`src/hw/rtl/smbcp_pkg.sv`:
```
`default_nettype none
// ----------------------------------------------------------------------------
// SPI memory bridge command parser package
// Shared constants and the operation code passed from parser to executor.
// ----------------------------------------------------------------------------
package smbcp_pkg;

  localparam int unsigned AddrBitsDefault = 17;
  localparam int unsigned AddrMaxBits     = 22;
  localparam int unsigned ByteW           = 8;
  localparam int unsigned QueueDepth      = 2;
  localparam int unsigned OpKindW         = 2;

  typedef enum logic [OpKindW-1:0] {
    OpNone  = 2'd0,
    OpRead  = 2'd1,
    OpWrite = 2'd2
  } op_kind_e;

endpackage
`default_nettype wire

```
`src/hw/rtl/smbcp_queue.sv`:
```
`default_nettype none
// ----------------------------------------------------------------------------
// Operation queue
// Small register FIFO between the parser and the memory executor.
// ----------------------------------------------------------------------------
module smbcp_queue #(
  parameter int unsigned Width = 8,
  parameter int unsigned Depth = smbcp_pkg::QueueDepth
) (
  input  logic             clk_i,
  input  logic             rst_ni,
  input  logic             push_i,
  input  logic [Width-1:0] push_data_i,
  output logic             full_o,
  input  logic             pop_i,
  output logic             head_valid_o,
  output logic [Width-1:0] head_data_o
);
  import smbcp_pkg::*;

  localparam int unsigned PtrW = (Depth > 1) ? $clog2(Depth) : 1;
  localparam int unsigned CntW = $clog2(Depth + 1);

  logic [Width-1:0] slot_q [Depth];
  logic [PtrW-1:0]  wr_ptr_q, rd_ptr_q;
  logic [CntW-1:0]  count_q;

  assign full_o       = (count_q == CntW'(Depth));
  assign head_valid_o = (count_q != '0);
  assign head_data_o  = slot_q[rd_ptr_q];

  always_ff @(posedge clk_i) begin
    if (push_i) begin
      slot_q[wr_ptr_q] <= push_data_i;
    end
  end

  always_ff @(posedge clk_i or negedge rst_ni) begin
    if (!rst_ni) begin
      wr_ptr_q <= '0;
      rd_ptr_q <= '0;
      count_q  <= '0;
    end else begin
      if (push_i) begin
        wr_ptr_q <= (wr_ptr_q == PtrW'(Depth - 1)) ? '0 : wr_ptr_q + PtrW'(1);
      end
      if (pop_i) begin
        rd_ptr_q <= (rd_ptr_q == PtrW'(Depth - 1)) ? '0 : rd_ptr_q + PtrW'(1);
      end
      if (push_i && !pop_i) begin
        count_q <= count_q + CntW'(1);
      end else if (pop_i && !push_i) begin
        count_q <= count_q - CntW'(1);
      end
    end
  end

  a_no_overflow: assert property (@(posedge clk_i) disable iff (!rst_ni)
    push_i |-> !full_o)
    else $error("queue push while full");

  a_no_underflow: assert property (@(posedge clk_i) disable iff (!rst_ni)
    pop_i |-> head_valid_o)
    else $error("queue pop while empty");

  a_count_range: assert property (@(posedge clk_i) disable iff (!rst_ni)
    count_q <= CntW'(Depth))
    else $error("queue count out of range");

endmodule
`default_nettype wire

```
`config.mk`:
```
export PLATFORM = sky130hd
export DESIGN_NAME = smbcp_queue
export DESIGN_NICKNAME = d
export VERILOG_FILES = /design/src/hw/rtl/smbcp_pkg.sv /design/src/hw/rtl/smbcp_queue.sv
export SDC_FILE = /design/constraint.sdc
export NUM_CORES = 1
export LEC_CHECK = 0
export BUFFER_PORTS_ARGS = -buffer_cell sky130_fd_sc_hd__buf_2
export CAP_MARGIN = 15
export CORE_MARGIN = 5
export CORE_UTILIZATION = 52
export DETAILED_ROUTE_END_ITERATION = 8
export PLACE_DENSITY = 0.8
export SLEW_MARGIN = 25
export SYNTH_ARGS = -nofsm -noshare
export SYNTH_HDL_FRONTEND = slang
export SYNTH_SLANG_ARGS = --single-unit
```
`constraint.sdc`:
```
create_clock -name clk_i -period 3 [get_ports clk_i]
set_clock_uncertainty 0.15 [all_clocks]
set_input_delay 0.45 -clock clk_i [delete_from_list [all_inputs] [get_ports clk_i]]
set_output_delay 0.45 -clock clk_i [all_outputs]
set_load 0.01 [all_outputs]
```
==> impl_metrics.json <==
{
  "dr.pass1.iters": 3,
  "synth-seq-area-share_pct": 75.1,
  "crit_path_end_kind": "output port",
  "htree_num_levels": 1,
  "postCtsSetupRepairBufs": 0,
  "grt-ovfl-total": 0,
  "synthesis.area_um2": 773,
  "slew_violations": 0,
  "area_growth_pct": 20.7,
  "crit_type": "flop to output port",
  "postSynthCellCount": 41,
  "hold_viol": 0,
  "synth.net_count": 54,
  "gp_congestion": 0.634,
  "ys_ff_latch": 20,
  "crit_required_ps": 2400,
  "track_usage_pct": 10.7,
  "wl_met1_um": 509,
  "diodes": 0,
  "via_per_inst": 4.74,
  "avgSynthCellArea_um2": 18.9,
  "cp_max_fo": 9,
  "grt_max_degree": 12,
  "synthMuxAreaShare_pct": 11.7,
  "grt_first_pass_wirelength_um": 1980,
  "clk_latency_ps": 290,
  "synth_top_family_by_area": "multiplexers",
  "setup_viol": 0,
  "drive_gt1_share_pct": 53.0,
  "antenna_left": 0,
  "drt_iter0_drc": 7,
  "std_cell_rows": 14,
  "finish.utilization_pct": 64.2,
  "finalSetupTns_ps": 0,
  "status": "completed",
  "fillers": 110,
  "rsz0062_at_grt": "false",
  "min_period_ps": 2000,
  "die-width_um": 48.6,
  "cts_buffers": 3,
  "dieArea_um2": 2360,
  "vias": 389,
  "wl_met3_um": 92,
  "clockRootBuffer": "clkbuf_4",
  "ios": 22,
  "port_buffers": 21,
  "drt-total-wl_um": 1160,
  "tightest_slew_ps": 680,
  "grt_pass1_vias": 429,
  "synth-simple-area-share_pct": 4.05,
  "dr_wl_met2_um": 556,
  "register_area_um2": 581,
  "routed.top_layer": "met3",
  "final_nets": 80,
  "wire_per_inst_um": 14.1,
  "synth_xor_xnor_area_share_pct": 5.66,
  "post-route-period-util_pct": 66.7,
  "start_util_pct": 53.2,
  "coreArea_um2": 1450,
  "synth_compound_area_share_pct": 0,
  "cp.arrival_ps": 1400,
  "p_per_area_nw_per_um2": 865,
  "cts_buffer_depth": 2,
  "crit_path_start_kind": "flop",
  "antenna_found_initial": 0,
  "fmax_mhz": 500,
  "ir_worst_vdd_mv": 0.502,
  "hold-worst-slack_ps": 197,
  "synth.distinct_cells": 13,
  "drc": 0,
  "final_cells": 82,
  "clkTransAtPathRegs_ps": 100,
  "yosysWarnings": 0,
  "slew_headroom_pct": 54.6,
  "dp.cells": 77,
  "holdCritPathClass": "primary input to flop",
  "fp.dieH_um": 48.6,
  "cts.sinks": 20,
  "p_leak_uw": 0.000384,
  "multi_input_area_um2": 178,
  "drv_cap": 0,
  "cts_tree": "built",
  "yosys.area_share.adder_pct": 1.62
}
==> cell families after synthesis <==
kind of cell / count (synthesis)
buf+inv: 2
flops: 20
mux: 8
xor+xnor: 5
fa+ha+maj: 1
simple gates: 5
==> synthesized netlist by cell type <==
| master | count | share of area, % |
|---|---|---|
| nor2b_1 | 1 | 0.81 |
| or2_2 | 1 | 0.81 |
| and2b_2 | 1 | 1.1 |
| and2_1 | 1 | 0.81 |
| edfxtp_1 | 16 | 62 |
| xnor2_1 | 1 | 1.1 |
| mux2_2 | 8 | 12 |
| buf_6 | 1 | 1.5 |
| ha_1 | 1 | 1.6 |
| dfrtp_1 | 4 | 13 |
| inv_1 | 1 | 0.48 |
| nor2_1 | 1 | 0.48 |
| xor2_1 | 4 | 4.5 |
==> power breakdown <==
group | internal (uW) | switching (uW) | leakage (uW)
Clock | 73.8 | 74.7 | 0.0000210
Sequential | 377 | 52.4 | 0.000197
Combinational | 125 | 104 | 0.000167
==> registers in the layout (all words and copies together), names as in the netlist <==
signal / cells
rd_ptr_q: 1
count_q: 2
wr_ptr_q: 1
slot_q: 16
==> layout by cell type, fill, tap and decap left out, drive strengths merged <==
master	n
inv	1
xnor2	1
and2	1
xor2	4
dlygate4sd3	1
buf	21
and2b	1
edfxtp	16
clkbuf	4
nor2b	1
or2	1
ha	1
mux2	8
dfrtp	4
nor2	1
==> final timing paths <==
| kind | start | to | slack, ps | cells past startpoint |
|---|---|---|---|---|
| worst min-delay path | push_data_i[4] | slot_q[1][4]$_DFFE_PP_ | 200 | 1 |
| min in group asynchronous | rst_ni | wr_ptr_q$_DFFE_PN0P_ | 330 | 2 |
| worst max-delay path | rd_ptr_q$_DFFE_PN0P_ | head_data_o[6] | 1000 | 2 |
| worst max register to register | wr_ptr_q$_DFFE_PN0P_ | slot_q[0][7]$_DFFE_PP_ | 1530 | 1 |
| worst min register to register | count_q[1]$_DFFE_PN0P_ | count_q[1]$_DFFE_PN0P_ | 340 | 1 |
| max in group asynchronous | rst_ni | count_q[1]$_DFFE_PN0P_ | 2250 | 2 |
==> per-layer routing <==
| layer | track usage (%) | vias to the layer above |
|---|---|---|
| met4 | 4.04 | 0 |
| li1 | - | 200 |
| met3 | 3.37 | 0 |
| met5 | 0 | - |
| met2 | 17.0 | 14 |
| met1 | 13.5 | 175 |
==> worst max-delay path, stage by stage, from the launching register on <==
cell	delay, ps
dfrtp_1	590
mux2_2	390
buf_2	140
==> repair_timing <==
item,4_1_cts,5_1_grt
endpoints found under the hold margin,4,0
gates resized for setup,0,0
hold buffers,1,0
endpoints found under the setup margin,0,0
==> cell type report <==
class / count / share of cell area [%]
multi-input combinational: 19 / 19.0
tap: 16 / 2.14
clock buffer: 4 / 3.89
sequential: 20 / 62.2
inverter: 1 / 0.402
timing repair buffer: 22 / 12.3
==> metrics by stage <==
stage / power, uW / worst slack (ps) / instance area (um^2)
floorplan: 591 / 1600 / 773
global placement: 660 / 1340 / 887
detailed placement: 669 / 1320 / 887
CTS: 818 / 981 / 933
global route: 852 / 924 / 933
finish: 808 / 998 / 933
Power figures use the tool's default switching activity.
