File: config.mk
export PLATFORM = sky130hd
export DESIGN_NAME = smbcp_front
export DESIGN_NICKNAME = d
export VERILOG_FILES = /design/src/hw/rtl/smbcp_pkg.sv /design/src/hw/rtl/smbcp_front.sv
export SDC_FILE = /design/constraint.sdc
export NUM_CORES = 1
export LEC_CHECK = 0
export BUFFER_PORTS_ARGS = -buffer_cell sky130_fd_sc_hd__buf_2
export CORE_MARGIN = 2
export CORE_UTILIZATION = 44
export CTS_CLUSTER_DIAMETER = 40
export CTS_CLUSTER_SIZE = 20
export DETAILED_ROUTE_END_ITERATION = 8
export GPL_TIMING_DRIVEN = 1
export SETUP_SLACK_MARGIN = 0.2
export SYNTH_ARGS = -nofsm -noshare
export SYNTH_HDL_FRONTEND = slang
export SYNTH_SLANG_ARGS = --single-unit
File: constraint.sdc
create_clock -name clk_i -period 5.85 [get_ports clk_i]
set_clock_uncertainty 0.1 [all_clocks]
set_input_delay 0.585 -clock clk_i [delete_from_list [all_inputs] [get_ports clk_i]]
set_output_delay 0.585 -clock clk_i [all_outputs]
set_load 0.01 [all_outputs]
File: src/hw/rtl/smbcp_pkg.sv
`default_nettype none
// ----------------------------------------------------------------------------
// SPI memory bridge command parser package
// Shared constants and the operation code passed from parser to executor.
// ----------------------------------------------------------------------------
package smbcp_pkg;

  localparam int unsigned AddrBitsDefault = 17;
  localparam int unsigned AddrMaxBits     = 22;
  localparam int unsigned ByteW           = 8;
  localparam int unsigned QueueDepth      = 2;
  localparam int unsigned OpKindW         = 2;

  typedef enum logic [OpKindW-1:0] {
    OpNone  = 2'd0,
    OpRead  = 2'd1,
    OpWrite = 2'd2
  } op_kind_e;

endpackage
`default_nettype wire

File: src/hw/rtl/smbcp_front.sv
`default_nettype none
// ----------------------------------------------------------------------------
// Command parser front end
// Tracks the frame phase, address, data and pointer, and turns every byte
// into one memory operation for the executor.
// ----------------------------------------------------------------------------
module smbcp_front #(
  parameter int unsigned AddrBits = smbcp_pkg::AddrBitsDefault
) (
  input  logic                          clk_i,
  input  logic                          rst_ni,
  input  logic                          accept_i,
  input  logic                          frame_start_i,
  input  logic [smbcp_pkg::ByteW-1:0]   rx_byte_i,
  output smbcp_pkg::op_kind_e           op_kind_o,
  output logic [AddrBits-1:0]           op_addr_o,
  output logic [smbcp_pkg::ByteW-1:0]   op_data_o
);
  import smbcp_pkg::*;

  typedef enum logic [2:0] {
    PhIdle,
    PhAddrHi,
    PhAddrLo,
    PhData,
    PhDone
  } phase_e;

  localparam logic [1:0] CmdWriteNext = 2'd0;
  localparam logic [1:0] CmdWriteAt   = 2'd1;
  localparam logic [1:0] CmdReadNext  = 2'd2;
  localparam logic [1:0] CmdReadAt    = 2'd3;

  phase_e              phase_q, phase_d;
  logic [1:0]          cmd_q, cmd_d;
  logic [AddrBits-1:0] ptr_q, ptr_d;
  logic [AddrBits-1:0] addr_q, addr_d;
  logic [ByteW-1:0]    data_q, data_d;

  logic [AddrMaxBits-1:0] hi_wide;
  logic [AddrBits-1:0]    lo_addr;

  assign hi_wide = {rx_byte_i[5:0], 16'h0000};
  assign lo_addr = addr_q | AddrBits'(rx_byte_i);

  always_comb begin
    phase_d   = phase_q;
    cmd_d     = cmd_q;
    ptr_d     = ptr_q;
    addr_d    = addr_q;
    data_d    = data_q;
    op_kind_o = OpNone;
    op_addr_o = ptr_q;
    op_data_o = rx_byte_i;
    if (frame_start_i) begin
      cmd_d  = rx_byte_i[7:6];
      addr_d = hi_wide[AddrBits-1:0];
      case (rx_byte_i[7:6])
        CmdReadAt: begin
          phase_d = PhAddrHi;
        end
        CmdReadNext: begin
          op_kind_o = OpRead;
          ptr_d     = ptr_q + AddrBits'(1);
          phase_d   = PhDone;
        end
        default: begin
          phase_d = PhData;
        end
      endcase
    end else begin
      case (phase_q)
        PhData: begin
          data_d = rx_byte_i;
          if (cmd_q == CmdWriteNext) begin
            op_kind_o = OpWrite;
            ptr_d     = ptr_q + AddrBits'(1);
            phase_d   = PhDone;
          end else begin
            phase_d = PhAddrHi;
          end
        end
        PhAddrHi: begin
          addr_d  = addr_q | (AddrBits'(rx_byte_i) << 8);
          phase_d = PhAddrLo;
        end
        PhAddrLo: begin
          addr_d = lo_addr;
          if (cmd_q == CmdWriteAt) begin
            op_kind_o = OpWrite;
            op_addr_o = lo_addr;
            op_data_o = data_q;
            ptr_d     = lo_addr + AddrBits'(1);
          end else begin
            ptr_d = lo_addr;
          end
          phase_d = PhDone;
        end
        default: begin
        end
      endcase
    end
  end

  always_ff @(posedge clk_i or negedge rst_ni) begin
    if (!rst_ni) begin
      phase_q <= PhIdle;
      cmd_q   <= CmdWriteNext;
      ptr_q   <= '0;
      addr_q  <= '0;
      data_q  <= '0;
    end else if (accept_i) begin
      phase_q <= phase_d;
      cmd_q   <= cmd_d;
      ptr_q   <= ptr_d;
      addr_q  <= addr_d;
      data_q  <= data_d;
    end
  end

endmodule
`default_nettype wire

==> out/qor.csv <==
stage;metric;value;unit
global_routing;largest net degree at the start of global routing;48;
pwr;sequential power share;0.460;
clock_network;Post-CTS Setup Bufs;0;
setup_path;Worst EP arrival;2.75;ns
finish;commonest non-fill, non-tap cell in the layout;dfrtp_1;
floorplan;Starting Density;0.4555;
setup_path;Worst path slowest cell;nor2_2;
sta;Hold WS;0.3625;ns
outcome;run status;complete, no violations;
floorplan;Die Y;85.31;um
setup_path;Worst Setup SP;phase_q[1];
global_routing;gr ovfl total;0;
setup_path;r2r endpoint;addr_q[5];
sta;final setup vio count;0;
worst_hold_path;worst hold path class;primary input to asynchronous set/reset pin;
pwr;P_leak;1.441;nW
pwr;Comb power frac;0.302;
sta;RSZ-0062 raised after global routing;no;
setup_path;worst path cell trace;nor2b_1 > nand3_1 > nor2_2 > buf_4 > mux2_2 > buf_2;
clock_network;clock slew at the register clock pins of the worst setup and hold paths;0.09;ns
place;routability cong.;0.8479;
place;Port Buffers;38;
finish;layout net count;373;
setup_path;reg-to-reg startpoint;phase_q[1];
sta;crit share post-route;0.5877;
synth;Ys Warns;0;
pwr;internal power;0.0007016;W
place;Post-DP Area;3143;um2
clock_network;CTS resizes;0;
sta;fmax;0.2908;GHz
global_routing;first-pass GRT wire length;12690;um
finish;Fillers;611;
synth;syn_nets;340;
job;total of max-cap violations;0;
clock_network;hold_buf cts;0;
synth;instance count of the mapped netlist;326;
drt;ANT nets after route;0;
drt;TritonRoute pass-1 iters;4;
finish;most frequent cells in the layout;dfrtp_1, nor2_1, buf_2;
setup_path;critical path's largest stage delay;0.50;ns
pwr;power density cells;333.4;nW/um2
floorplan;Die Width;85.31;um
drt;DRT iter0 DRCs;173;
finish;Final Instance Area;3264;um2
floorplan;# IOs;39;
clock_network;Clock Path Buffers;2;
setup_path;Worst setup endpoint;op_addr_o[13];
sta;Final Max Tran Viols;0;
pwr;worst IR drop on VDD;0.1783;mV
setup_path;startpoint class of the critical path;flip-flop;
global_routing;total track usage;0.2211;
floorplan;Rows;29;
sta;Max-slew headroom;0.3044;
synth;Post-synth ARST share;1.000;
sta;final hold viol count;0;
finish;share of cells above drive strength 1;0.2222;
setup_path;WS Path Type;flip-flop to output port;
clock_network;CTS Buf Count;5;
drt;DR DRC count;0;
finish;n_diodes;0;
drt;Routed wire per std cell;17.35;um
setup_path;worst r2r path cells;5;
setup_path;crit path max fanout;26;
pwr;Psw;0.0003867;W
place;Inst Count DP;429;
clock_network;clock root cell;clkbuf_8;
floorplan;core area;6386;um2
finish;Area growth syn-to-layout;12.22;%
synth;Avg Cell Area, Syn;8.923;um2
sta;clock period minus worst slack;3.438;ns
synth;Seq/Total Area, Yosys;0.4043;
place;Setup WS pre-CTS;2.608;ns
synth;Synth Cell Area;2909;um2
drt;WL final;7582;um
pwr;switch share;0.3554;
clock_network;TritonCTS Sinks;47;
clock_network;CTS tree;done;
sta;PnR worst setup slack;2.412;ns
place;HPWL after detailed placement;5428;um
drt;DR vias;2602;
synth;Post-synth EDFFs;0;
pwr;clock share of power;0.238;
setup_path;crit end category;output port;
floorplan;Die ar.;7278;um2
global_routing;initial antenna violation count;0;
synth;Netlist cell types;53;
finish;Layout Cells excl Fill;437;
clock_network;clk_lat worst skew;0.31;ns
setup_path;reg2reg setup slack;3.41;ns
clock_network;CTS H-tree lvls;2;
drt;DR vias/cell;5.954;
setup_path;Critical Path RT;5.16;ns
sta;setup TNS;0;ns
synth;number of synthesized register bits;47;
sta;worst slew pin tran;1.043;ns
global_routing;vias in the first global route;2469;
synth;most frequently used flop master after synthesis;dfrtp_1;
## worst max-delay path: cells and delay by family, from the launching register on
family	cells	cell delay (ns)
buffers and inverters	2	0.51
DFF	1	0.42
and+or+nand+nor	3	1.15
muxes	1	0.37
## kinds of logic (layout without fill, tap and decap cells)
family                     after synthesis  count (layout)  share of synthesized area
and+or+nand+nor                        132             132                     0.2288
AOI/OAI and AO/OA                       83              83                     0.1794
DFF                                     47              47                     0.4043
muxes                                   25              25                    0.09634
buffers and inverters                   22              56                    0.03484
xor gates and xnor gates                15              15                    0.04774
adders and majority gates                2               2                   0.008601
## power by group through the flow
| stage | clock, W | combinational, W | sequential [W] |
|---|---|---|---|
| CTS | 0.000266 | 0.000331 | 0.000497 |
| detailed placement | 0 | 0.000329 | 0.000505 |
| floorplan | 0 | 0.000243 | 0.000470 |
| global route | 0.000279 | 0.000371 | 0.000511 |
| global placement | 0 | 0.000327 | 0.000503 |
| finish | 0.000259 | 0.000328 | 0.000501 |
## cells in the mapped netlist (all sizes together), types with 2 or more instances
library cell | instances | area share
a31oi | 6 | 0.013
and2 | 5 | 0.011
o221ai | 4 | 0.012
nor4 | 4 | 0.014
a211oi | 2 | 0.0052
nor3 | 7 | 0.014
dfrtp | 47 | 0.40
or3 | 4 | 0.010
nand2 | 29 | 0.037
clkbuf | 8 | 0.011
a41o | 2 | 0.0069
buf | 7 | 0.015
xnor2 | 4 | 0.015
nand3 | 7 | 0.012
a221o | 2 | 0.0069
and3 | 4 | 0.0086
a41oi | 2 | 0.0060
a22oi | 2 | 0.0052
nor2b | 2 | 0.0043
ha | 2 | 0.0086
o21ai | 18 | 0.031
xor2 | 11 | 0.033
o211ai | 2 | 0.0052
mux2 | 24 | 0.093
nor2 | 47 | 0.062
inv | 7 | 0.0090
o21a | 2 | 0.0052
and4 | 2 | 0.0060
a21oi | 29 | 0.050
o22ai | 3 | 0.0065
nand4 | 13 | 0.028
a22o | 4 | 0.012
nand2b | 3 | 0.0065
## sequential cells by signal, summed over array words and instances, names as in the netlist
register and flops:
addr_q 17, ptr_q 17, data_q 8, phase_q 3, cmd_q 2
## layout make-up
class | count | area, um2 | area share
Tap cell | 77 | 96.34 | 0.02951
Timing Repair Buffer | 41 | 212.7 | 0.06516
Clock buffer | 6 | 82.58 | 0.02530
Sequential cell | 47 | 1176 | 0.3603
Clock inverter | 2 | 38.79 | 0.01188
Inverter | 7 | 26.28 | 0.008049
Multi-Input combinational cell | 257 | 1632 | 0.4998
## per-stage QoR
stage	power, W	util
5_1_grt	0.001161	0.5112
3_5_place_dp	0.0008340	0.4922
3_3_place_gp	0.0008303	0.4922
4_1_cts	0.001095	0.5112
2_1_floorplan	0.0007132	-
6_report	0.001088	0.5112
## worst min-delay path by stage
stage | from | endpoint | cells after the start
detailed placement | addr_q[0] | addr_q[0] | 2
global placement | addr_q[4] | addr_q[4] | 2
floorplan | rst_ni | addr_q[0] | 0
finish | rst_ni | cmd_q[1] | 1
global route | data_q[3] | data_q[3] | 1
CTS | rst_ni | ptr_q[6] | 1
## routing by layer
layer / up-vias / global-route usage / routed length, um
met5: - / 0 / 0
met1: 1271 / 0.3182 / 3532
met4: 0 / 0.05628 / 73
met2: 71 / 0.3445 / 3581
li1: 1256 / - / -
met3: 4 / 0.04183 / 395
(Power assumes the default switching activity.)
